$ cat src/rtl/core/mnse_pkg.sv
// -----------------------------------------------------------------------------
// MOSFET Newton step evaluator package
// Shared widths, fixed-point constants, register codes and unit handshake types.
// -----------------------------------------------------------------------------
package mnse_pkg;

	localparam int FRAC_BITS = 16;
	localparam int VW = 32;
	localparam int GW = 33;
	localparam int RW = 26;
	localparam int TW = 20;
	localparam int AW = 4;
	localparam int EW = 36;
	localparam int MW = 64;
	localparam int DDW = 63;
	localparam int DSW = 32;
	localparam int D100_SH = 41 - FRAC_BITS;

	localparam logic [63:0] ONE       = 64'd1 << FRAC_BITS;
	localparam logic [63:0] HALF_V    = 64'd1 << (FRAC_BITS - 1);
	localparam logic [63:0] TOL_ABS   = ONE / 100;
	localparam logic [63:0] STEP_INC  = (ONE + 64'd5000) / 10000;
	localparam logic [63:0] RON_MAX   = 64'd1000 << FRAC_BITS;
	localparam logic [63:0] TH_MIN    = ONE / 100;
	localparam logic [63:0] TH_MAX    = (64'd999 << FRAC_BITS) / 100;
	localparam logic [63:0] TH_RESET  = 64'd3 << FRAC_BITS;
	localparam logic [63:0] TEN_V     = 64'd10 << FRAC_BITS;
	localparam logic [63:0] PROD_LIM  = (64'd1 << (62 - FRAC_BITS)) - 64'd1;
	localparam logic [63:0] SAT62     = 64'd1 << 62;
	localparam logic [63:0] G_MAX     = 64'h1_FFFF_FFFF;
	localparam logic [63:0] RECIP_NUM = 64'd1 << (2 * FRAC_BITS);
	localparam logic [63:0] SC_RESET  = RECIP_NUM / ONE;
	localparam logic [63:0] RECIP_100 = ((64'd1 << 41) + 64'd99) / 100;

	typedef enum logic [1:0] {
		REG_ON_RES = 2'd0,
		REG_THRESH = 2'd1,
		REG_PCH    = 2'd2,
		REG_DEPL   = 2'd3
	} reg_idx_t;

	typedef struct packed {
		logic [RW-1:0] on_resistance;
		logic [TW-1:0] threshold_volt;
		logic          p_channel;
		logic          depletion_mode;
	} cfg_t;

	typedef struct packed {
		logic          start;
		logic [MW-1:0] a;
		logic [MW-1:0] b;
	} mul_req_t;

	typedef struct packed {
		logic          done;
		logic [MW-1:0] prod;
	} mul_rsp_t;

	typedef struct packed {
		logic           start;
		logic [DDW-1:0] dividend;
		logic [DSW-1:0] divisor;
	} div_req_t;

	typedef struct packed {
		logic           done;
		logic [DDW-1:0] quot;
	} div_rsp_t;

endpackage

$ cat src/rtl/core/mnse_cfg.sv
// -----------------------------------------------------------------------------
// MOSFET Newton step evaluator register file
// APB-style register port that clamps resistance and range-checks threshold.
// -----------------------------------------------------------------------------
module mnse_cfg (
	input  logic                     clk,
	input  logic                     arst_n,
	input  logic                     psel,
	input  logic                     penable,
	input  logic                     pwrite,
	input  logic [mnse_pkg::AW-1:0]  paddr,
	input  logic [31:0]              pwdata,
	output logic [31:0]              prdata,
	output logic                     pready,
	output mnse_pkg::cfg_t           cfg
);
	import mnse_pkg::*;

	logic          wr;
	reg_idx_t      idx;
	logic [RW-1:0] ron_w;
	logic [TW-1:0] th_w;
	logic          th_ok;
	cfg_t          cfg_q;

	assign pready = 1'b1;
	assign wr     = psel && penable && pwrite;
	assign idx    = reg_idx_t'(paddr[3:2]);
	assign cfg    = cfg_q;

	always_comb begin
		ron_w = pwdata[RW-1:0];
		if (ron_w == '0) begin
			ron_w = RW'(1);
		end else if (64'(ron_w) > RON_MAX) begin
			ron_w = RON_MAX[RW-1:0];
		end
		th_w  = pwdata[TW-1:0];
		th_ok = 64'(th_w) >= TH_MIN;
		if (64'(th_w) > TH_MAX) begin
			th_w = TH_MAX[TW-1:0];
		end
	end

	always_comb begin
		case (idx)
			REG_ON_RES: prdata = 32'(cfg_q.on_resistance);
			REG_THRESH: prdata = 32'(cfg_q.threshold_volt);
			REG_PCH:    prdata = 32'(cfg_q.p_channel);
			REG_DEPL:   prdata = 32'(cfg_q.depletion_mode);
			default:    prdata = '0;
		endcase
	end

	always_ff @(posedge clk or negedge arst_n) begin
		if (!arst_n) begin
			cfg_q.on_resistance  <= ONE[RW-1:0];
			cfg_q.threshold_volt <= TH_RESET[TW-1:0];
			cfg_q.p_channel      <= 1'b0;
			cfg_q.depletion_mode <= 1'b0;
		end else if (wr) begin
			case (idx)
				REG_ON_RES: cfg_q.on_resistance <= ron_w;
				REG_THRESH: begin
					if (th_ok) begin
						cfg_q.threshold_volt <= th_w;
					end
				end
				REG_PCH:    cfg_q.p_channel <= pwdata[0];
				REG_DEPL:   cfg_q.depletion_mode <= pwdata[0];
				default:    cfg_q <= cfg_q;
			endcase
		end
	end

endmodule

$ cat config.mk
export PLATFORM = sky130hd
export DESIGN_NAME = mnse_cfg
export DESIGN_NICKNAME = d
export VERILOG_FILES = /design/src/rtl/core/mnse_pkg.sv /design/src/rtl/core/mnse_cfg.sv
export SDC_FILE = /design/constraint.sdc
export NUM_CORES = 1
export LEC_CHECK = 0
export BUFFER_PORTS_ARGS = -buffer_cell sky130_fd_sc_hd__buf_2
export CORE_ASPECT_RATIO = 1.25
export CORE_UTILIZATION = 47
export CTS_CLUSTER_SIZE = 10
export DETAILED_ROUTE_END_ITERATION = 7
export MAX_ROUTING_LAYER = met4
export PLACE_DENSITY = 0.92
export SLEW_MARGIN = 20
export SYNTH_ARGS = -nofsm -noshare
export SYNTH_HDL_FRONTEND = slang
export SYNTH_SLANG_ARGS = --single-unit
$ cat constraint.sdc
create_clock -name clk -period 1.4 [get_ports clk]
set_input_delay 0.14 -clock clk [delete_from_list [all_inputs] [get_ports clk]]
set_output_delay 0.14 -clock clk [all_outputs]
set_load 0.01 [all_outputs]
[Yosys cells after proc, flatten, opt, wreduce, memory -nomap -nowiden]
Cells that the tools add are included.
Storage, ports and cells
  input bits: 41
  flip-flop bits (word level): 48
  logic and storage cells: 22
  output and inout port bits: 81
Operators by class
  reductions and logical operators: 8
  $lt $le $gt $ge: 3
  equality and inequality tests: 3
  muxes and demuxes: 4
Operators by type and width (number)
  case mux 32 bit (4 select lines): 1
  2-to-1 mux 26 bit: 2
  greater-than comparator 26 bit (second input constant): 1
  logical NOT 26 bit: 1
  >= comparator 20 x 10 -> 1 bit (second input constant): 1
  greater-than comparator 20 bit (second input constant): 1
  2-to-1 mux 20 bit: 1
  AND reduction 2 bit: 3
  equality test 2 bit (second input constant): 2
  AND reduction 3 bit: 1
  equality test 2 x 1 -> 1 bit (second input constant): 1
  logical AND 1 bit: 2
  logical NOT 2 bit: 1

[Longest topological paths before layout]
  depth in word-level cells: 3
  depth in mapped cells: 7
  mapped depth without buffers: 5

[Worst setup path after synthesis]
OpenSTA, ideal clock, no wires.
  kind: input-to-reg
  from: in pwdata[8]
  to: reg cfg_q (netlist bit cfg[29])
  path buffers: 1
  cell stages on the path: 6
  slack: -0.573 ns
  arrival time: 1.855 ns
  setup time: 0.118 ns
  required time: 1.282 ns
  cells stage by stage: or4_4 or4_4 or3_4 nand2_4 buf_12 o21ai_2
Between the ends
  word-level cells in the longest chain between the ends: 3
  elaborated cells on any way between the ends: 4
  those cells by class: order compare: 1; mux: 2; reduce/logical: 1
RTL lines
  start, declared: RTL line mnse_cfg.sv:12  | input logic [31:0] pwdata,
  greater-than comparator 26 bit: RTL line mnse_cfg.sv:35  | end else if (64'(ron_w) > RON_MAX) begin
  2-to-1 mux 26 bit: RTL line mnse_cfg.sv:35
  2-to-1 mux 26 bit (*): RTL line mnse_cfg.sv:33  | if (ron_w == '0) begin
  end signal, assigned: RTL line mnse_cfg.sv:71  | default: cfg_q <= cfg_q;
  end, declared: RTL line mnse_cfg.sv:24  | cfg_t cfg_q;
Mark *: on every way between the ends. The rest lies on a longest branch, timed or not.
A chain may end at the register's enable or synchronous reset.

[Worst setup path in the final report]
  from: in pwdata[8]
  to: reg cfg_q (netlist bit cfg[31])
Same word-level chain as after synthesis.

==> impl_metrics.tcl <==
set metrics [dict create \
    drt_iter0_markers 235 \
    drv_cap 0 \
    synthCells 294 \
    dr.pass1.iters 4 \
    required_ns 1.62 \
    yosys.cell_types.count 39 \
    final-setup-viol-count 40 \
    overflow 0 \
    hold_viol_final 0 \
    area_delta_synth_final_pct 50.0 \
    layout.nets 494 \
    min_delay_path_depth 3 \
    clockBufferDepth 2 \
    final_util 0.744 \
    final_cells 516 \
    cpMostUsedCell "or4_4" \
    crit_path_end_kind "flop" \
    yosys_warnings 0 \
    leakagePower_nw 2.00 \
    wire_per_inst_microns 16.9 \
    dr_total_vias 2892 \
    clock_sinks 48 \
    max_freq_mhz 546 \
    start_util 0.496 \
    finalCriticalPeriod_ns 1.83 \
    status "complete, but fails checks" \
    preCtsSetupSlack_ns -0.770 \
    io_buffers 106 \
    grt_pass1_vias 2708 \
    setup_ws_ns -0.432 \
    slowest_stage "or4_4" \
    grtUsageTotal 0.313 \
    die_x_microns 68.2 \
    avgSynthCellArea_sq_um 8.76 \
    path_cells "buf_6 > or4_4 > or4_4 > o41ai_4 > nand2_4 > buf_4 > o31ai_2" \
    vdd_drop_max_v 0.000978 \
    diodes 0 \
    finalCritPeriodShare 1.31 \
    antenna_found_initial 0 \
    cts_buffers 5 \
    dieArea_sq_mm 0.00578 \
    clock_skew_ns 0 \
    grt_pass1_wl_mm 13.0 \
    hold_path.class "in2reg" \
    post-dp-hpwl_mm 5.74 \
    dp.cells 494 \
    clk_latency_ns 0.31 \
    p_per_area_mw_per_mm2 1130 \
    synth_area_sq_mm 0.00257 \
    rows 29 \
    cts.clk_slew.worst_paths_ns 0.08 \
    tightest_slew_ns 0.533 \
    final_common_cell "buf_2" \
    post-route-drc-count 0 \
    holdWs_ns 0.0770 \
    max_slew_margin 0.645 \
    startpoint_type "primary input" \
    htreeDepth 2 \
    cp_data_arrival_time_ns 2.05 \
    worstPathMaxFanout 5 \
    fin_area_sq_mm 0.00386 \
    layout-drive-gt1-share 0.485 \
    grt_max_degree 28 \
    ys_ff_latch 48 \
    io_pins 122 \
    ant_nets 0 \
    wirelength_mm 8.71 \
    clock-root-buffer "clkbuf_8" \
    core_sq_mm 0.00519 \
    gp_congestion 0.890 \
    path_class "in2reg" \
    slew_viol_final 0 \
    rsz0062_at_grt "yes" \
    layout_common_cells "buf_2, nand2_1, buf_4" \
    failed_checks "negative setup slack" \
    viasPerCell 5.60 \
    die_y_microns 84.8 \
    cts_tree "done" \
    synth_seq_area_share 0.468 \
    largest_register_ffs 48 \
    reg2regPathDepth 4 \
    cp_slowest_stage_delay_ns 0.53 \
    placed_area_sq_mm 0.00349 \
]
## layer usage
metal  wire (microns)  GRT usage  up-vias
met4              244      0.116        0
met5                0          -        -
met2             4530      0.512      129
met3              470     0.0611       26
met1             3470      0.371     1439
li1                 -          -     1298
## synth_stat cells
cell	n	share of area
a21o_1	1	0.0029
a21oi_1	13	0.025
a22o_1	1	0.0034
a31oi_1	3	0.0073
and2_1	6	0.015
and3_1	1	0.0024
and4_1	1	0.0034
buf_1	1	0.0015
buf_12	1	0.0078
buf_2	1	0.0019
buf_4	7	0.020
clkbuf_1	12	0.017
conb_1	2	0.0029
dfrtp_1	45	0.44
dfstp_2	3	0.031
inv_1	3	0.0044
mux2_2	2	0.0087
mux2i_1	19	0.074
mux4_2	1	0.0087
nand2_1	69	0.10
nand2_4	1	0.0044
nand3_1	5	0.0097
nand4_1	3	0.0073
nor2_1	47	0.069
nor3_1	3	0.0058
nor3b_1	1	0.0029
nor4_1	3	0.0073
o211ai_1	1	0.0029
o21ai_0	16	0.031
o21ai_2	10	0.034
o221a_2	1	0.0044
o31a_1	1	0.0034
o31ai_1	3	0.0087
o31ai_2	1	0.0049
o41ai_4	1	0.011
or3_1	1	0.0024
or3_4	1	0.0044
or4_1	1	0.0029
or4_4	2	0.0087
## stage by stage
step	total power [mW]	TNS [ns]
floorplan	2.59	-14.91
global placement	3.21	-20.73
detailed placement	3.28	-22.09
CTS	4.24	-11.01
global route	4.60	-11.96
finish	4.38	-10.84
## power by group
group | total (mW) | switching (mW) | internal (mW)
Combinational | 1.51 | 0.798 | 0.712
Sequential | 1.95 | 0.264 | 1.69
Clock | 0.911 | 0.460 | 0.451
Total | 4.38 | 1.52 | 2.85
## kinds of logic (layout without fill, tap and decap cells)
logic type	count (synthesis)	count (layout)	share of synthesized area
flops	48	48	0.468
simple gates	145	145	0.245
compound gates	52	52	0.139
other cells	2	7	0.00292
mux	22	22	0.0913
buf+inv	25	180	0.0534
## worst max-delay path, delay by kind of cell
kind | cells | cell delay [ns]
buffers and inverters | 2 | 0.25
and+or+nand+nor | 3 | 1.19
AOI/OAI and AO/OA | 2 | 0.47
## worst paths after layout
path	endpoint	startpoint	slack (ns)
worst max register to register	cfg[22]	cfg[22]	0.37
min in group asynchronous	cfg[1]	arst_n	0.34
worst min-delay path	cfg[45]	pwdata[23]	0.08
worst max-delay path	cfg[31]	pwdata[8]	-0.43
worst min register to register	cfg[19]	cfg[19]	0.49
max in group asynchronous	cfg[2]	arst_n	0.52
## timing repair
action / 4_1_cts / 5_1_grt
gates cloned: 2 / 0
buffers inserted: 6 / 5
hold buffers: 1 / 0
hold endpoints to repair: 18 / 0
endpoints found under the setup margin: 40 / 40
gates resized for setup: 29 / 20
pin swaps: 11 / 8
## cell type report
type                       instances  area (sq um)
timing repair buffer             169          1090
inverter                           3          11.3
clock buffer                       8           100
multi-input combinational        226          1380
tap                               62          77.6
sequential                        48          1200
fill                             350          1330
(Power assumes the default switching activity.)
