--- config.mk ---
export PLATFORM = sky130hd
export DESIGN_NAME = mnse_mul
export DESIGN_NICKNAME = d
export VERILOG_FILES = /design/src/rtl/core/mnse_pkg.sv /design/src/rtl/core/mnse_mul.sv
export SDC_FILE = /design/constraint.sdc
export NUM_CORES = 2
export LEC_CHECK = 0
export ABC_AREA = 1
export ABC_CLOCK_PERIOD_IN_PS = 10100
export BUFFER_PORTS_ARGS = -buffer_cell sky130_fd_sc_hd__buf_2
export CAP_MARGIN = 5
export CORE_AREA = 2 2 371 373
export CTS_CLUSTER_DIAMETER = 30
export DETAILED_ROUTE_END_ITERATION = 10
export DIE_AREA = 0 0 373 375
export HOLD_SLACK_MARGIN = 0.08
export SYNTH_ARGS = -nofsm -noshare
export SYNTH_HDL_FRONTEND = slang
export SYNTH_SLANG_ARGS = --single-unit
--- constraint.sdc ---
create_clock -name clk -period 10.1 [get_ports clk]
set_input_delay 0 -clock clk [delete_from_list [all_inputs] [get_ports clk]]
set_output_delay 0 -clock clk [all_outputs]
set_load 0.02 [all_outputs]
--- src/rtl/core/mnse_pkg.sv ---
// -----------------------------------------------------------------------------
// MOSFET Newton step evaluator package
// Shared widths, fixed-point constants, register codes and unit handshake types.
// -----------------------------------------------------------------------------
package mnse_pkg;

	localparam int FRAC_BITS = 16;
	localparam int VW = 32;
	localparam int GW = 33;
	localparam int RW = 26;
	localparam int TW = 20;
	localparam int AW = 4;
	localparam int EW = 36;
	localparam int MW = 64;
	localparam int DDW = 63;
	localparam int DSW = 32;
	localparam int D100_SH = 41 - FRAC_BITS;

	localparam logic [63:0] ONE       = 64'd1 << FRAC_BITS;
	localparam logic [63:0] HALF_V    = 64'd1 << (FRAC_BITS - 1);
	localparam logic [63:0] TOL_ABS   = ONE / 100;
	localparam logic [63:0] STEP_INC  = (ONE + 64'd5000) / 10000;
	localparam logic [63:0] RON_MAX   = 64'd1000 << FRAC_BITS;
	localparam logic [63:0] TH_MIN    = ONE / 100;
	localparam logic [63:0] TH_MAX    = (64'd999 << FRAC_BITS) / 100;
	localparam logic [63:0] TH_RESET  = 64'd3 << FRAC_BITS;
	localparam logic [63:0] TEN_V     = 64'd10 << FRAC_BITS;
	localparam logic [63:0] PROD_LIM  = (64'd1 << (62 - FRAC_BITS)) - 64'd1;
	localparam logic [63:0] SAT62     = 64'd1 << 62;
	localparam logic [63:0] G_MAX     = 64'h1_FFFF_FFFF;
	localparam logic [63:0] RECIP_NUM = 64'd1 << (2 * FRAC_BITS);
	localparam logic [63:0] SC_RESET  = RECIP_NUM / ONE;
	localparam logic [63:0] RECIP_100 = ((64'd1 << 41) + 64'd99) / 100;

	typedef enum logic [1:0] {
		REG_ON_RES = 2'd0,
		REG_THRESH = 2'd1,
		REG_PCH    = 2'd2,
		REG_DEPL   = 2'd3
	} reg_idx_t;

	typedef struct packed {
		logic [RW-1:0] on_resistance;
		logic [TW-1:0] threshold_volt;
		logic          p_channel;
		logic          depletion_mode;
	} cfg_t;

	typedef struct packed {
		logic          start;
		logic [MW-1:0] a;
		logic [MW-1:0] b;
	} mul_req_t;

	typedef struct packed {
		logic          done;
		logic [MW-1:0] prod;
	} mul_rsp_t;

	typedef struct packed {
		logic           start;
		logic [DDW-1:0] dividend;
		logic [DSW-1:0] divisor;
	} div_req_t;

	typedef struct packed {
		logic           done;
		logic [DDW-1:0] quot;
	} div_rsp_t;

endpackage

--- src/rtl/core/mnse_mul.sv ---
// -----------------------------------------------------------------------------
// MOSFET Newton step evaluator multiplier
// Shared 32x32 multiplier that builds a fixed-point 64x64 magnitude product
// from four partial products and saturates it.
// -----------------------------------------------------------------------------
module mnse_mul (
	input  logic                clk,
	input  logic                arst_n,
	input  mnse_pkg::mul_req_t  req,
	output mnse_pkg::mul_rsp_t  rsp
);
	import mnse_pkg::*;

	logic [MW-1:0]   a_q;
	logic [MW-1:0]   b_q;
	logic [2:0]      cnt_q;
	logic            busy_q;
	logic            done_q;
	logic            pv_s1;
	logic [1:0]      sh_s1;
	logic [63:0]     p_s1;
	logic [127:0]    acc_q;
	logic [31:0]     ah;
	logic [31:0]     bh;
	logic [63:0]     pp;

	assign ah = cnt_q[1] ? a_q[63:32] : a_q[31:0];
	assign bh = cnt_q[0] ? b_q[63:32] : b_q[31:0];
	assign pp = ah * bh;

	assign rsp.done = done_q;
	assign rsp.prod = ((acc_q >> (62 + FRAC_BITS)) != '0) ? SAT62 : acc_q[FRAC_BITS +: 64];

	always_ff @(posedge clk) begin
		if (req.start) begin
			a_q   <= req.a;
			b_q   <= req.b;
			acc_q <= '0;
		end else if (busy_q) begin
			p_s1  <= pp;
			sh_s1 <= {1'b0, cnt_q[1]} + {1'b0, cnt_q[0]};
			if (pv_s1) begin
				acc_q <= acc_q + ({64'b0, p_s1} << {sh_s1, 5'b0});
			end
		end
	end

	always_ff @(posedge clk or negedge arst_n) begin
		if (!arst_n) begin
			cnt_q  <= '0;
			busy_q <= 1'b0;
			done_q <= 1'b0;
			pv_s1  <= 1'b0;
		end else if (req.start) begin
			cnt_q  <= '0;
			busy_q <= 1'b1;
			done_q <= 1'b0;
			pv_s1  <= 1'b0;
		end else if (busy_q) begin
			pv_s1  <= cnt_q < 3'd4;
			cnt_q  <= cnt_q + 3'd1;
			busy_q <= cnt_q != 3'd4;
			done_q <= cnt_q == 3'd4;
		end else begin
			done_q <= 1'b0;
		end
	end

endmodule

# Word level (Yosys, flattened, before mapping)
# Index checks and enable logic that the tools add are counted.
# word_totals
ff_bits	328
wordCells	33
input_bits	131
# op_classes
add_sub_neg	3
n_shift	1
bitwise	1
n_eq_ne	2
reduce_logical	4
magnitude_cmp	1
mul	1
n_mux	11
# op_table
op	n
128-bit adder	1
128-bit nonzero test	1
64-bit by 7-bit << shifter with 128-bit output	1
32-bit by 32-bit multiplier with 64-bit output	1
32-bit two-way mux	2
64-bit two-way mux	1
1-bit two-way mux	6
3-bit two-way mux	2
2-bit AND reduction	2
3-bit by 1-bit adder with 3-bit output, second input constant	1
3-bit == test, second input constant	1
3-bit < comparator, second input constant	1
3-bit inequality test, second input constant	1
1-bit by 1-bit adder with 2-bit output	1
2-bit nonzero test	1
1-bit NOT	1

# Longest topological paths before layout
# depth
word_depth	3
mapped_depth	37
ltp_nobuf	34

# Worst setup path after synthesis
# Ideal clock, no wire load.
# synth_timing
path_kind	reg2reg
from	register cnt_q[1]
to	register p_s1[51], data pin
arrival_ns	7.036
setup_slack_ns	2.803
period_less_slack_ns	7.297
required_time_ns	9.839
path_stages_with_launch	34
setup_ns	0.261
path_buffers	4
cell_sequence	dfrtp_1 buf_2 inv_2 buf_2 or2_2 o21ai_0 buf_2 buf_2 nor2_1 fa_1 inv_1 fa_1 fa_1 fa_1 inv_1 fa_1 inv_1 fa_1 inv_1 fa_1 inv_1 fa_1 inv_1 ha_1 a21oi_1 a21boi_0 o21ai_1 nand2_1 nand3_2 nand2_1 nand2_2 nand2_1 nand2_1 xor2_1
# synth_via
elab_chain_len	2
# synth_rtl
element	line_no	source
start: declaration	mnse_mul.sv:16	logic [2:0] cnt_q;
start signal: assignment	mnse_mul.sv:61	cnt_q <= cnt_q + 3'd1;
32-bit two-way mux	mnse_mul.sv:27	assign ah = cnt_q[1] ? a_q[63:32] : a_q[31:0];
32-bit by 32-bit multiplier with 64-bit output	mnse_mul.sv:29	assign pp = ah * bh;
net pp[51]	mnse_mul.sv:25	logic [63:0] pp;
end signal: assignment	mnse_mul.sv:40	p_s1 <= pp;
end: declaration	mnse_mul.sv:21	logic [63:0] p_s1;
# The timed path passes the listed nets, and every way through them passes these cells.
# A chain may end at the register's enable or synchronous reset.

# Worst setup path in the final report
# layout_timing
from	register cnt_q[1]
to	register p_s1[59], data pin
# The elaborated chain is that of the path after synthesis.

==> out/metrics.yaml <==
place:
  gp_congestion: 1.05
  dpl.cell_count: 10500
  dp_slack_ps: 1120
  dp_hpwl_mm: 210
  portBuffers: 194
cts:
  htree_levels: 3
  clk_latency_ps: 780
  root_buffer: "clkbuf_16"
  clock_sinks: 328
  cts_tree: "yes"
  cts.clk_slew.worst_paths_ps: 70
  cts_repair_resize_count: 0
  clockBufferDepth: 3
  cts_buffers: 103
global_routing:
  track_usage_pct: 37.9
  grt_util_met1_pct: 45.2
  grt_first_pass_wirelength_mm: 387
  use_met2_pct: 62.6
  use_met3_pct: 7.37
  grt_busiest_layer: "met2"
  overflow: 0
  grt_pass1_vias: 59400
  grt_max_degree: 130
  antenna_found_initial: 1
setup_path:
  crit_type: "reg -> reg"
  rr_worst_depth: 30
  cp_common_cell: "fa_1"
  worst_path_largest_cell_delay_ps: 630
  cp-start-kind: "flip-flop"
  r2r_slack_ps: 990
  cp_data_arrival_time_ps: 9540
  worstSetupEndpointType: "flip-flop"
  reg2reg_from: "cnt_q[1]$_DFFE_PN0P_"
  r2r_end: "p_s1[59]$_DFFE_PP_"
  required_ps: 10530
  critical-path-slowest-cell: "dfrtp_2"
  cp_max_fo: 34
sta:
  finalHoldViolCount: 0
  rsz0062_at_grt: "no"
  fin_skew_ps: 100
  finalMaxSlewViolations: 0
  worst_pin_slew_ps: 1200
  setup_tns_ps: 0
  maxSlewHeadroom_pct: 19.9
  fin_crit_sh_pct: 90.2
  whs_ps: 435
  max_freq_mhz: 110
  fin_crit_ps: 9110
  setup_ws_ps: 994
  setup_viol: 0
detailed_routing:
  drtIter0Drc: 5133
  drc_errors: 0
  firstDrtPassIters: 8
  wl_per_cell_um: 24.2
  ant_nets: 0
  wl_mm: 264
  drt-vias-per-instance: 5.25
  route.vias.total: 57400
synth:
  ys_seq_area_share_pct: 14.1
  ys.flop_type: "edfxtp_1"
  synthMuxAreaShare_pct: 0
  syn_area_um2: 60700
  synth_area_per_cell_um2: 7.03
  synth-simple-area-share_pct: 26.0
  netlist-cell-type-count: 50
  synth_compound_area_share_pct: 5.21
  synthCells: 8638
  synth_top_family_by_area: "adder cells"
  post_synth_fa_ha_maj_area_fraction_pct: 37.6
  syn_nets: 10100
  ys_ff_latch: 328
  yosysWarnings: 0
  synthArstFlopShare_pct: 1.83
  synthXorXnorAreaFrac_pct: 1.69
  synth_edf_count: 194
flow_run:
  drv_cap: 0
final_layout:
  seq_area_um2: 8540
  insertedDiodeCount: 0
  final_common_cell: "nand2_1"
  instances_no_fill: 10900
  nFillCells: 13500
  layout.cells.most_common_list: "2,224 x nand2_1, 2,143 x inv_1, 1,179 x nor2_1"
  final_nets: 10500
  area_growth_pct: 15.1
  drive_gt1_share_pct: 8.68
  multi_input_area_um2: 43000
min_path:
  min_from: "req[128]"
  hold_end: "b_q[31]$_DFFE_PP_"
  hold_class: "in -> reg"
  holdPathStages: 2
floorplan:
  core_um2: 136000
  die_height_um: 375
  io_pins: 196
  die-area_um2: 140000
  start_util_pct: 44.6
  rows: 136
  die_w_um: 373
run_status:
  status: "finished clean"
[per-stage QoR]
step / utilization, % / area (um^2)
2_1_floorplan: - / 60700
3_3_place_gp: 46.8 / 63700
3_5_place_dp: 46.8 / 63700
4_1_cts: 51.3 / 69900
5_1_grt: 51.3 / 69900
6_report: 51.3 / 69900
[routing by layer]
layer  share of wire, %  wire, um
met2                 46    121000
met3                8.5     22500
met1                 38    100000
met5                  0         0
met4                7.9     21000
[final cells by class]
cell class              count  share of cell area, %
clock buffers             139                   4.11
clock inverters            51                  0.944
inverters                2198                   11.8
multi-input cells        5874                   61.5
flip-flops and latches    328                   12.2
well taps                1794                   3.21
repair buffers            550                   6.19
[cells in the mapped netlist (3+ instances only)]
master,number,area share (%)
ha_1,392,8.1
o21bai_1,9,0.11
nor3_1,27,0.22
inv_1,2143,13
o21a_1,12,0.15
nand2_2,60,0.62
or2_2,60,0.62
nor2_2,54,0.56
nor4_1,11,0.11
a21o_1,16,0.20
dfxtp_1,128,4.2
dfrtp_1,6,0.25
nand3_1,186,1.5
xor2_1,102,1.5
clkbuf_1,120,0.74
o21ai_1,19,0.16
a31oi_1,26,0.27
fa_1,897,30
edfxtp_1,194,9.6
o21ai_0,203,1.7
nand2_1,2225,14
xnor2_1,15,0.22
clkinv_1,12,0.074
nor3_2,12,0.20
or2_1,5,0.052
nor2_4,16,0.30
a21oi_1,243,2.0
o211ai_1,5,0.062
o21ai_2,36,0.52
nand3_2,22,0.36
nor2_1,1180,7.3
buf_2,110,0.91
nand4_1,25,0.26
inv_2,43,0.27
clkbuf_8,3,0.068
[kinds of logic after synthesis]
group,Yosys count
AOI/OAI and AO/OA,574
xor gates and xnor gates,117
adders and majority gates,1289
buffers and inverters,2436
DFF,328
other,1
and+or+nand+nor,3893
[worst max-delay path, delay by kind of cell, from the launching register on]
family,cells,cell delay (ps)
AND/OR/NAND/NOR,11,1740
buffers and inverters,9,1930
adder cells (fa/ha/maj),9,4420
AO/OA/AOI/OAI,1,80
flip-flops,1,630
[timing repair]
action	in CTS	in global routing
endpoints found under the hold margin	262	0
hold buffers	259	0
buffers inserted	0	0
[how the worst max path moves through the flow]
stage	startpoint	endpoint	slack, ps	cells past startpoint
final	cnt_q[1]$_DFFE_PN0P_	p_s1[59]$_DFFE_PP_	990	30
after global routing	cnt_q[1]$_DFFE_PN0P_	p_s1[59]$_DFFE_PP_	680	32
after CTS	cnt_q[1]$_DFFE_PN0P_	p_s1[59]$_DFFE_PP_	1150	32
after detailed placement	cnt_q[1]$_DFFE_PN0P_	p_s1[62]$_DFFE_PP_	1120	28
after global placement	cnt_q[1]$_DFFE_PN0P_	p_s1[59]$_DFFE_PP_	1090	32
after floorplan	cnt_q[1]$_DFFE_PN0P_	p_s1[51]$_DFFE_PP_	2800	33
[flip-flops by register name (all words and copies together) (netlist names)]
name / flops
acc_q: 128
a_q: 64
b_q: 64
p_s1: 64
cnt_q: 3
sh_s1: 2
busy_q: 1
done_q: 1
pv_s1: 1
Power is left out: the tool's default activity adds up to more than one toggle a clock period on the data nets, which glitch-free logic cannot reach.
