**config.mk**
```make
export PLATFORM = sky130hd
export DESIGN_NAME = mnse_div
export DESIGN_NICKNAME = d
export VERILOG_FILES = /design/src/rtl/core/mnse_pkg.sv /design/src/rtl/core/mnse_div.sv
export SDC_FILE = /design/constraint.sdc
export NUM_CORES = 1
export LEC_CHECK = 0
export CORE_UTILIZATION = 40
export DETAILED_ROUTE_END_ITERATION = 6
export DONT_BUFFER_PORTS = 1
export PLACE_DENSITY = 0.62
export SLEW_MARGIN = 20
export SYNTH_ARGS = -nofsm -noshare
export SYNTH_HDL_FRONTEND = slang
export SYNTH_SLANG_ARGS = --single-unit
```
**constraint.sdc**
```tcl
create_clock -name clk -period 3.2 [get_ports clk]
set_input_delay 0.64 -clock clk [delete_from_list [all_inputs] [get_ports clk]]
set_output_delay 0.64 -clock clk [all_outputs]
set_load 0.05 [all_outputs]
```
**src/rtl/core/mnse_pkg.sv**
```systemverilog
// -----------------------------------------------------------------------------
// MOSFET Newton step evaluator package
// Shared widths, fixed-point constants, register codes and unit handshake types.
// -----------------------------------------------------------------------------
package mnse_pkg;

	localparam int FRAC_BITS = 16;
	localparam int VW = 32;
	localparam int GW = 33;
	localparam int RW = 26;
	localparam int TW = 20;
	localparam int AW = 4;
	localparam int EW = 36;
	localparam int MW = 64;
	localparam int DDW = 63;
	localparam int DSW = 32;
	localparam int D100_SH = 41 - FRAC_BITS;

	localparam logic [63:0] ONE       = 64'd1 << FRAC_BITS;
	localparam logic [63:0] HALF_V    = 64'd1 << (FRAC_BITS - 1);
	localparam logic [63:0] TOL_ABS   = ONE / 100;
	localparam logic [63:0] STEP_INC  = (ONE + 64'd5000) / 10000;
	localparam logic [63:0] RON_MAX   = 64'd1000 << FRAC_BITS;
	localparam logic [63:0] TH_MIN    = ONE / 100;
	localparam logic [63:0] TH_MAX    = (64'd999 << FRAC_BITS) / 100;
	localparam logic [63:0] TH_RESET  = 64'd3 << FRAC_BITS;
	localparam logic [63:0] TEN_V     = 64'd10 << FRAC_BITS;
	localparam logic [63:0] PROD_LIM  = (64'd1 << (62 - FRAC_BITS)) - 64'd1;
	localparam logic [63:0] SAT62     = 64'd1 << 62;
	localparam logic [63:0] G_MAX     = 64'h1_FFFF_FFFF;
	localparam logic [63:0] RECIP_NUM = 64'd1 << (2 * FRAC_BITS);
	localparam logic [63:0] SC_RESET  = RECIP_NUM / ONE;
	localparam logic [63:0] RECIP_100 = ((64'd1 << 41) + 64'd99) / 100;

	typedef enum logic [1:0] {
		REG_ON_RES = 2'd0,
		REG_THRESH = 2'd1,
		REG_PCH    = 2'd2,
		REG_DEPL   = 2'd3
	} reg_idx_t;

	typedef struct packed {
		logic [RW-1:0] on_resistance;
		logic [TW-1:0] threshold_volt;
		logic          p_channel;
		logic          depletion_mode;
	} cfg_t;

	typedef struct packed {
		logic          start;
		logic [MW-1:0] a;
		logic [MW-1:0] b;
	} mul_req_t;

	typedef struct packed {
		logic          done;
		logic [MW-1:0] prod;
	} mul_rsp_t;

	typedef struct packed {
		logic           start;
		logic [DDW-1:0] dividend;
		logic [DSW-1:0] divisor;
	} div_req_t;

	typedef struct packed {
		logic           done;
		logic [DDW-1:0] quot;
	} div_rsp_t;

endpackage

```
**src/rtl/core/mnse_div.sv**
```systemverilog
// -----------------------------------------------------------------------------
// MOSFET Newton step evaluator divider
// Shared restoring divider, one quotient bit per cycle, unsigned operands.
// -----------------------------------------------------------------------------
module mnse_div (
	input  logic                clk,
	input  logic                arst_n,
	input  mnse_pkg::div_req_t  req,
	output mnse_pkg::div_rsp_t  rsp
);
	import mnse_pkg::*;

	logic [DDW-1:0] dq_q;
	logic [DSW-1:0] dv_q;
	logic [DSW-1:0] rem_q;
	logic [5:0]     cnt_q;
	logic           busy_q;
	logic           done_q;
	logic [DSW:0]   sh;
	logic [DSW+1:0] trial;
	logic           ge;

	assign sh    = {rem_q, dq_q[DDW-1]};
	assign trial = {1'b0, sh} - {2'b0, dv_q};
	assign ge    = !trial[DSW+1];

	assign rsp.done = done_q;
	assign rsp.quot = dq_q;

	always_ff @(posedge clk) begin
		if (req.start) begin
			dq_q  <= req.dividend;
			dv_q  <= req.divisor;
			rem_q <= '0;
		end else if (busy_q) begin
			rem_q <= ge ? trial[DSW-1:0] : sh[DSW-1:0];
			dq_q  <= {dq_q[DDW-2:0], ge};
		end
	end

	always_ff @(posedge clk or negedge arst_n) begin
		if (!arst_n) begin
			cnt_q  <= '0;
			busy_q <= 1'b0;
			done_q <= 1'b0;
		end else if (req.start) begin
			cnt_q  <= '0;
			busy_q <= 1'b1;
			done_q <= 1'b0;
		end else if (busy_q) begin
			cnt_q  <= cnt_q + 6'd1;
			busy_q <= cnt_q != 6'(DDW - 1);
			done_q <= cnt_q == 6'(DDW - 1);
		end else begin
			done_q <= 1'b0;
		end
	end

endmodule

```
# == Yosys cells after proc, flatten, opt, wreduce, memory -nomap -nowiden ==
# Cells that the tools add are included.
# op_classes
magnitude_cmp,0
muxes,9
div_mod_pow,0
add_sub_neg,2
reduce_logical,2
bitwise_logic,0
shift,0
mul,0
eq_ne,2
# op_table
cell,count
$mux 63,2
$sub 33x32->34,1
$mux 32,1
$mux 6,2
$add 6x1->6 const B,1
$eq 6x6->1 const B,1
$ne 6x6->1 const B,1
$mux 1,4
$reduce_bool 2->1,1
$logic_not 1->1,1
# word_totals
ff_bits,135
ram_bits,0
rom_bits,0
n_memories,0
latch_bits,0
output_inout_bits,64

# == Logic depth before layout (Yosys ltp) ==
# Gate-level depths: netlist of the first run.
# logic_depth
depth_word,4
ltp_mapped,13

# == Least setup slack after synthesis of the first run ==
# OpenSTA, ideal clock, no wires.
# synth_timing
path_type,input -> register
startpoint,input req[95] (netlist name)
endpoint,register dq_q[0] (enable)
setup_ns,0.417
arrival_ns,2.734
cell_stages,5
slack_ns,0.049
path_buffers,3
cell_sequence,clkbuf_1 -> clkbuf_1 -> clkbuf_1 -> nor2_1 -> inv_1
# synth_between
elab_chain_len,1
# synth_lines
element,line_no,text
start: declaration,mnse_div.sv:8,"input mnse_pkg::div_req_t req,"
$reduce_bool 2->1 (no source line),n/a,
end signal: assignment,mnse_div.sv:32,dq_q <= req.dividend;
end signal: assignment,mnse_div.sv:37,"dq_q <= {dq_q[DDW-2:0], ge};"
end: declaration,mnse_div.sv:13,logic [DDW-1:0] dq_q;
# Every way passes these cells.
# A chain may end at the register's enable or synchronous reset.

# == Final worst setup path of the first run ==
# layout_timing
startpoint,register dq_q[62]
endpoint,register rem_q[28]
# layout_between
elab_chain_len,2
# layout_lines
element,line_no,text
$sub 33x32->34,mnse_div.sv:24,"assign trial = {1'b0, sh} - {2'b0, dv_q};"
$mux 32,mnse_div.sv:36,rem_q <= ge ? trial[DSW-1:0] : sh[DSW-1:0];
end signal: assignment,mnse_div.sv:36,
end: declaration,mnse_div.sv:15,logic [DSW-1:0] rem_q;
# Every way passes these cells.

==> results.cfg, run 1 <==
[routing]
remaining_drc_errors = 0
ant_nets = 0
viasPerCell = 5.48
drt_iter0_markers = 251
wirelength_um = 16100
avgRoutedWirePerCell_um = 18.1
vias = 4892
drtPass1Iterations = 6

[synth]
syn_inst = 658
synth.yosys.warnings = 0
syn-cell-area_um2 = 7210
synth_compound_area_frac = 0.141
ys.flop_type = edfxtp_1
seq_area_frac_synth = 0.512
synth-simple-area-share = 0.111
synth_top_family_by_area = compound AO/OA/AOI/OAI gates
ys_ff_latch = 135
syn_nets = 791
synthMuxAreaShare = 0.0984
synthAdderAreaFrac = 0.0618
synthArstFlopShare = 0.0593
synth_edf_count = 95
synth.avg_cell_area_um2 = 11.0
synth.distinct_cells = 57
synthXorXnorAreaFrac = 0.0340

[sta]
period_minus_slack_ns = 2.96
period_share = 0.926
fmax_mhz = 337
tns_ns = 0
tightest_slew_ns = 0.708
fin_skew_ns = 0.0122
slew_headroom = 0.528
report.final.slew_viol_count = 0
worst_slack_ns = 0.236
rsz0062_at_grt = false
hold_viol_final = 0
finalSetupViolCount = 0

[clocking]
cts_setup_buffers = 0
cts_root_buf = clkbuf_16
clk_latency_ns = 0.42
path_clk_slew_ns = 0.07
cts-htree-levels = 4
cts.sinks = 135
cts_tree = yes
cts_made_buffers = 17
clock_path_buffers = 2

[global_route]
antenna_found_initial = 2
gr-usage-all-layers = 0.181
grt_max_degree = 138
grt_pass1_vias = 5149
grt_pass1_wl_um = 26000
grt_overflow = 0

[worst_setup_path]
cp_max_fo = 3
worstSetupPathType = flip-flop to flip-flop
crit_arrival_ns = 3.28
worst_ep_required_time_ns = 3.52
cp-end-kind = flip-flop
start_kind = flip-flop

[min_path]
holdCritPathClass = input pin to flip-flop

[placement]
portBuffers = 0
dp_slack_ns = 0.0771
dp.final_hpwl_um = 11400
gp_congestion = 0.840

[cells_and_area]
drive_gt1_frac = 0.172
diodes = 0
syn_to_final_growth_pct = 11.2
final_nets = 788

[die]
die_h_um = 136
die_area_um2 = 18600
coreArea_um2 = 17500
ios = 162
rows = 48
die_x_um = 136
initial_core_util = 0.413

[power_and_ir_drop]
ir_worst_vdd_uv = 432
p_total_uw = 6980
p_leak_uw = 0.00320
cellPowerDensity_nw_per_um2 = 870

[run]
maxCapViolCount = 0

[outcome]
status = completed
## synthesized netlist by cell type, drive strengths merged, types with 3 or more instances
cell type | count | share of area
dfxtp | 32 | 0.089
o21a | 5 | 0.0052
buf | 11 | 0.0087
inv | 43 | 0.022
edfxtp | 95 | 0.40
xor2 | 15 | 0.018
o211ai | 5 | 0.0052
nor2b | 5 | 0.0047
nand2b | 5 | 0.0043
or3 | 6 | 0.0052
o21ai | 22 | 0.016
a21oi | 38 | 0.026
nand4 | 7 | 0.0061
nand3 | 11 | 0.0076
o21bai | 3 | 0.0031
a21o | 14 | 0.015
a211oi | 7 | 0.0090
ha | 34 | 0.059
nor2 | 51 | 0.027
a211o | 4 | 0.0049
nand2 | 75 | 0.039
xnor2 | 13 | 0.016
and2 | 3 | 0.0026
and3 | 9 | 0.0078
dfrtp | 8 | 0.028
a311oi | 26 | 0.032
a21boi | 3 | 0.0031
clkbuf | 20 | 0.010
mux2 | 63 | 0.098
a31oi | 3 | 0.0026
## kinds of logic (layout without fill, tap and decap cells)
family	count (synthesis)	in the layout
buf+inv	74	84
flops	135	135
compound gates	144	144
xor+xnor	28	28
simple gates	179	179
fa+ha+maj	35	35
mux	63	63
## sequential cells by signal, summed over array words and instances, names as in the netlist
signal	cells
rem_q	32
done_q	1
dv_q	32
cnt_q	6
dq_q	63
busy_q	1
## final timing paths
kind                            cells after the start         to  startpoint  slack [ns]
worst max-delay path                               13  rem_q[28]    dq_q[62]        0.24
worst min-delay path                                1  rem_q[17]     req[95]        0.31
worst max register to register                     13  rem_q[28]    dq_q[62]        0.24
worst min register to register                      2  rem_q[19]   rem_q[18]        0.50
max in group asynchronous                           1     busy_q      arst_n        2.33
min in group asynchronous                           1   cnt_q[4]      arst_n        0.57
## cells in the final DEF (no fill, tap or decap), types with 2 or more instances in the layout
cell,netlist,layout
edfxtp_1,95,95
nand2_1,74,74
mux2_2,63,63
nor2_1,50,50
inv_1,43,42
a21oi_1,38,38
ha_1,34,34
dfxtp_1,32,32
a311oi_1,25,25
o21ai_0,20,20
clkbuf_16,0,17
xor2_1,15,15
a21o_1,14,14
xnor2_1,13,13
nand3_1,11,11
and3_1,9,9
nand4_1,7,7
dfrtp_1,8,7
a211oi_1,6,6
or3_1,6,6
inv_6,0,6
buf_4,3,6
o21a_1,5,5
nand2b_1,5,5
o211ai_1,5,5
a211o_1,4,4
nor2b_1,4,4
inv_8,0,4
a31oi_1,3,3
and2_1,3,3
a21boi_0,3,3
o21bai_1,3,3
o22ai_1,2,2
o31a_1,2,2
nor3b_1,2,2
nor3_1,2,2
o41ai_1,2,2
clkinv_4,0,2
buf_12,0,2
## routing by layer
metal,vias to the layer above,wire length [um],global-route usage
li1,2401,-,-
met1,2318,6970,0.207
met2,149,7750,0.308
met4,4,161,0.0506
met3,20,1240,0.0779
met5,-,22,0
## critical path, cell delays in order (launching register included)
cell,delay (ns)
edfxtp_1,0.38
inv_1,0.07
ha_1,0.17
inv_1,0.06
fa_1,0.40
a21oi_1,0.27
o211ai_1,0.16
nand4_1,0.18
a211o_1,0.18
a31oi_1,0.14
o41ai_1,0.36
xnor2_1,0.17
nand2_1,0.07
a311oi_1,0.26
## report_power, final
part           leakage [uW]  internal, uW  total [uW]  switching (uW)
combinational       0.00158           995        2340            1350
sequential          0.00135          2210        2770             558
clock              0.000275          1020        1870             843
## layout make-up
| type | instances | area [um2] |
|---|---|---|
| clock inverters | 15 | 131 |
| flip-flops and latches | 135 | 3690 |
| fillers | 1602 | 9460 |
| repair buffers | 9 | 95.1 |
| clock buffers | 17 | 425 |
| well taps | 225 | 282 |
| inverters | 43 | 161 |
| multi-input cells | 449 | 3230 |
## what timing repair did
item                                    in CTS  in global routing
resized for setup                            0                  3
hold buffers                                 1                  0
endpoints found under the setup margin       0                 17
endpoints found under the hold margin        8                  0
## metrics by stage
stage	cell area (um2)	hold WS (ns)	util	instances
finish	8020	0.305	0.459	893
global route	8020	0.284	0.459	893
CTS	8010	0.291	0.458	893
detailed placement	7440	0.345	0.426	860
global placement	7440	0.345	0.426	860
floorplan	7210	0.344	-	658
No activity file was read; power rests on OpenSTA's default activity.
==> run 2: changes to the inputs <==
--- a/config.mk
+++ b/config.mk
@@ -5,6 +5,7 @@
 export SDC_FILE = /design/constraint.sdc
 export NUM_CORES = 1
 export LEC_CHECK = 0
+export ABC_AREA = 1
 export CORE_UTILIZATION = 40
 export DETAILED_ROUTE_END_ITERATION = 6
 export DONT_BUFFER_PORTS = 1
==> results.cfg, run 2 <==
[clocking]
path_clk_slew_ns = 0.07
cts_root_buf = clkbuf_16
cts_setup_buffers = 0
clk_latency_ns = 0.43
cts-htree-levels = 4
cts_made_buffers = 17
cts_tree = yes
cts.sinks = 135
clock_path_buffers = 2

[min_path]
min_from = req[17]
hold_depth = 0
holdCritPathClass = input pin to flip-flop
holdPathEnd = dv_q[17]

[synth]
syn-cell-area_um2 = 8250
seq_area_frac_synth = 0.448
ys_top_cells_by_area = edfxtp_1, nand2_1, inv_1, dfxtp_1, ha_1
synthArstFlopShare = 0.0593
syn_nets = 1257
yosys.area.top_type = edfxtp_1
ys_ff_latch = 135
synth.yosys.warnings = 0
synth_top_area_frac = 0.346
synth.distinct_cells = 38
synth.top_cells.by_count = nand2_1, inv_1, edfxtp_1
synth.most_common_cell = nand2_1
synth.avg_cell_area_um2 = 7.34
synth_edf_count = 95
ys.flop_type = edfxtp_1
syn_inst = 1124

[sta]
hold_viol_final = 0
worst_slack_ns = 0.715
tns_ns = 0
fin_skew_ns = 0.0113
period_minus_slack_ns = 2.49
tightest_slew_ns = 0.867
period_share = 0.777
finalSetupViolCount = 0
report.final.slew_viol_count = 0
fmax_mhz = 402
rsz0062_at_grt = false
slew_headroom = 0.421
whs_ns = 0.300

[worst_setup_path]
cp_max_fo = 30
worst_ep_required_time_ns = 3.57
worstSetupPathType = flip-flop to flip-flop
crit_arrival_ns = 2.85
r2r_start = dv_q[22]
reg2reg_depth = 13
cp_common_cell = nand2_1
timing.rr.end = rem_q[23]
worstPathCellList = inv_1, ha_1, nand2_1, nand2_1, nand2_1, nand3_2, a21oi_4, nor2_4, nor2_8, nand2_4, nand2_1, nand3_1, nand2_1
rrSetupSlack_ns = 0.71
cp-end-kind = flip-flop
cp_slowest_cell = ha_1
start_kind = flip-flop
max_stage_delay_ns = 0.38

[power_and_ir_drop]
ir_worst_vdd_uv = 371
p_leak_uw = 0.00470
cellPowerDensity_nw_per_um2 = 864

[cells_and_area]
diodes = 0
largest_reg_flops = 63
syn_to_final_growth_pct = 9.48
fin_area_um2 = 9030
layout_commonest_cell = nand2_1
drive_gt1_frac = 0.0592
largest-register = dq_q
layout_common_cells = nand2_1, inv_1, edfxtp_1
final_nets = 1252
top_regs = dq_q (63), dv_q (32), rem_q (32)

[placement]
gp_congestion = 0.984
place_area_um2 = 8470
portBuffers = 0
dp_slack_ns = 0.736
dp.final_hpwl_um = 15700

[global_route]
grt_max_degree = 101
antenna_found_initial = 0
gr-usage-all-layers = 0.209
grt_pass1_wl_um = 34400
grt_overflow = 0
grt_pass1_vias = 6638

[die]
ios = 162
rows = 52
initial_core_util = 0.408
die_area_um2 = 21200
die_h_um = 146
die_x_um = 146
coreArea_um2 = 20200

[routing]
remaining_drc_errors = 0
wirelength_um = 21400
vias = 6793
drt_iter0_markers = 472
ant_nets = 0
drtPass1Iterations = 5
avgRoutedWirePerCell_um = 15.3
viasPerCell = 4.85

[run]
maxCapViolCount = 0

[outcome]
status = completed
run 2: how the worst max path moves through the flow:
stage	cells after the start	end	startpoint	slack [ns]
6_report	13	rem_q[23]	dv_q[22]	0.71
3_3_place_gp	13	rem_q[16]	dq_q[62]	0.73
5_1_grt	13	rem_q[10]	dv_q[22]	0.52
2_1_floorplan	3	dq_q[0]	req[95]	0.03
4_1_cts	11	rem_q[23]	dv_q[17]	0.72
3_5_place_dp	11	rem_q[25]	dv_q[17]	0.74
run 2: metrics by stage:
step                std cells  utilization  power, uW
detailed placement       1369        0.418       5920
global route             1401        0.446       8390
floorplan                1124            -       5260
finish                   1401        0.446       7810
CTS                      1401        0.446       7840
global placement         1369        0.418       5900
run 2: critical path: cells and delay by family (launching register included):
family                   cells  cell delay, ns
AO/OA/AOI/OAI                1            0.20
adder cells (fa/ha/maj)      1            0.38
buffers and inverters        1            0.04
flip-flops                   1            0.33
AND/OR/NAND/NOR             10            1.47
run 2: final cells by class:
| cell class | count | area [um2] |
|---|---|---|
| multi-input cells | 774 | 3690 |
| inverters | 185 | 694 |
| clock buffers | 17 | 425 |
| well taps | 270 | 338 |
| clock inverters | 14 | 130 |
| flip-flops and latches | 135 | 3690 |
| fillers | 2093 | 11200 |
| repair buffers | 6 | 60.1 |
run 2: repair_timing:
action | 4_1_cts | 5_1_grt
hold buffers | 1 | 0
resized for setup | 0 | 0
endpoints found under the hold margin | 8 | 0
setup endpoints to repair | 0 | 0
run 2: cells by family after synthesis:
logic type | count (synthesis) | share of synthesized area
AO/OA/AOI/OAI | 45 | 0.0302
buffers and inverters | 215 | 0.106
flip-flops | 135 | 0.448
XOR/XNOR | 15 | 0.0159
adder cells (fa/ha/maj) | 35 | 0.0540
AND/OR/NAND/NOR | 679 | 0.346
run 2: power by group:
group | leakage, uW | switching (uW) | internal [uW] | total [uW]
sequential | 0.00137 | 483 | 2200 | 2680
combinational | 0.00306 | 2090 | 1150 | 3240
clock | 0.000269 | 864 | 1020 | 1890
run 2: metal layers:
| metal | wire length (um) | GRT usage |
|---|---|---|
| met5 | 0 | 0 |
| met4 | 432 | 0.0647 |
| met3 | 1610 | 0.0683 |
| met2 | 9690 | 0.343 |
| met1 | 9670 | 0.261 |
==> run 3: changes to the inputs <==
==> constraint.sdc (replaced) <==
create_clock -name clk -period 2.5 [get_ports clk]
set_input_delay 0.5 -clock clk [delete_from_list [all_inputs] [get_ports clk]]
set_output_delay 0.5 -clock clk [all_outputs]
set_load 0.05 [all_outputs]
==> results.cfg, run 3 (same netlist as run 2, synthesis figures left out) <==
[die]
ios = 162
initial_core_util = 0.408
coreArea_um2 = 20200
die_area_um2 = 21200
die_x_um = 146
rows = 52
die_h_um = 146

[worst_setup_path]
cp_max_fo = 21
critical_path_depth = 15
cp_common_cell = nand2_1
cp-end-kind = flip-flop
worst_ep_required_time_ns = 2.82
reg2reg_depth = 15
cp_slowest_cell = ha_1
start_kind = flip-flop
worstPathCellList = inv_1, ha_1, nand2_1, nand2_1, inv_1, nand2_1, a21oi_4, nor2_4, nor2_8, buf_4, nand3_1, nand2_1, inv_1, nand2_1, nand2_1
crit_family = simple AND/OR/NAND/NOR gates
max_stage_delay_ns = 0.38
worstSetupPathType = flip-flop to flip-flop
crit_arrival_ns = 2.59
critPathBufInv = 4

[routing]
wirelength_um = 22000
viasPerCell = 4.87
avgRoutedWirePerCell_um = 15.6
drtPass1Iterations = 7
drt_iter0_markers = 422
remaining_drc_errors = 5
ant_nets = 0
vias = 6884

[min_path]
hold_depth = 0
holdCritPathClass = input pin to flip-flop

[placement]
portBuffers = 0
gp_congestion = 0.918
dp.final_hpwl_um = 16200
dp.cells = 1380

[clocking]
clock_path_buffers = 2
cts_root_buf = clkbuf_16
cts.sinks = 135
cts_setup_buffers = 0
path_clk_slew_ns = 0.07
cts_made_buffers = 17
clk_latency_ns = 0.43
cts_tree = yes
cts-htree-levels = 4

[cells_and_area]
layout_common_cells = nand2_1, inv_1, edfxtp_1
fin_cells = 1414
syn_to_final_growth_pct = 10.9
largest-register = dq_q
drive_gt1_frac = 0.0691
fillers = 2093
top_regs = dq_q (63), dv_q (32), rem_q (32)
final_util = 0.452
final_nets = 1263
largest_reg_flops = 63
layout_commonest_cell = nand2_1

[sta]
period_share = 0.908
whs_ns = 0.167
slew_headroom = 0.609
fmax_mhz = 440
finalSetupViolCount = 0
rsz0062_at_grt = false
hold_viol_final = 0
tightest_slew_ns = 0.586
period_minus_slack_ns = 2.27
fin_skew_ns = 0.00941
tns_ns = 0
report.final.slew_viol_count = 0

[global_route]
grt_pass1_wl_um = 35100
grt_pass1_vias = 6793
antenna_found_initial = 1
grt_overflow = 0
grt_max_degree = 101
gr-usage-all-layers = 0.213

[power_and_ir_drop]
cellPowerDensity_nw_per_um2 = 1120
p_total_uw = 10200
ir_worst_vdd_uv = 473
p_leak_uw = 0.00477

[run]
maxCapViolCount = 0

[outcome]
violations = design-rule violations
status = finished, violations left
run 3: cell count changes in the layout (fill, tap and decap cells not counted), sizes merged:
cell,previous run,this run
buf,5,16
diode,0,1
clkinv,2,3
clkinvlp,2,1
bufinv,0,1
run 3: cell type report:
class	instances	area, um2	area share
Multi-Input combinational cell	774	3690	0.403
Clock inverter	15	154	0.0168
Sequential cell	135	3690	0.403
Antenna cell	1	2.50	0.000273
Timing Repair Buffer	17	155	0.0169
Inverter	185	694	0.0759
Tap cell	270	338	0.0369
Clock buffer	17	425	0.0465
run 3: through the flow:
stage / cell area (um2) / worst slack [ns]
detailed placement: 8560 / 0.219
finish: 9150 / 0.229
floorplan: 8250 / 0.192
global placement: 8560 / 0.250
CTS: 9150 / 0.198
global route: 9150 / 0.0510
run 3: routing by layer:
layer	GRT usage	wire length, um	up-vias
li1	-	-	3504
met1	0.274	9850	3135
met2	0.353	10200	231
met3	0.0611	1660	14
met4	0.0547	297	0
met5	0	0	-
run 3: worst register-to-register path, delay by kind of cell (launching register included):
family	cells	cell delay [ns]
AOI/OAI and AO/OA	1	0.22
adders and majority gates	1	0.38
buffers and inverters	4	0.46
DFF	1	0.33
and+or+nand+nor	9	0.78
run 3: power by group:
group          total (uW)  switching [uW]  internal, uW
combinational        4240            2710          1530
clock                2540            1130          1410
sequential           3430             623          2810
run 3: path summary, 6_finish.rpt:
kind                       slack, ns        end      start
min                             0.17   dv_q[16]    req[16]
max                             0.23  rem_q[27]   dv_q[20]
min in group asynchronous       0.43   cnt_q[2]     arst_n
max in group asynchronous       1.79     busy_q     arst_n
min reg2reg                     0.47  rem_q[21]  rem_q[21]
max reg2reg                     0.23  rem_q[27]   dv_q[20]
run 3: what timing repair did:
action / in CTS / in global routing
hold endpoints to repair: 8 / 0
endpoints found under the setup margin: 0 / 1
hold buffers: 1 / 0
gates resized for setup: 0 / 1
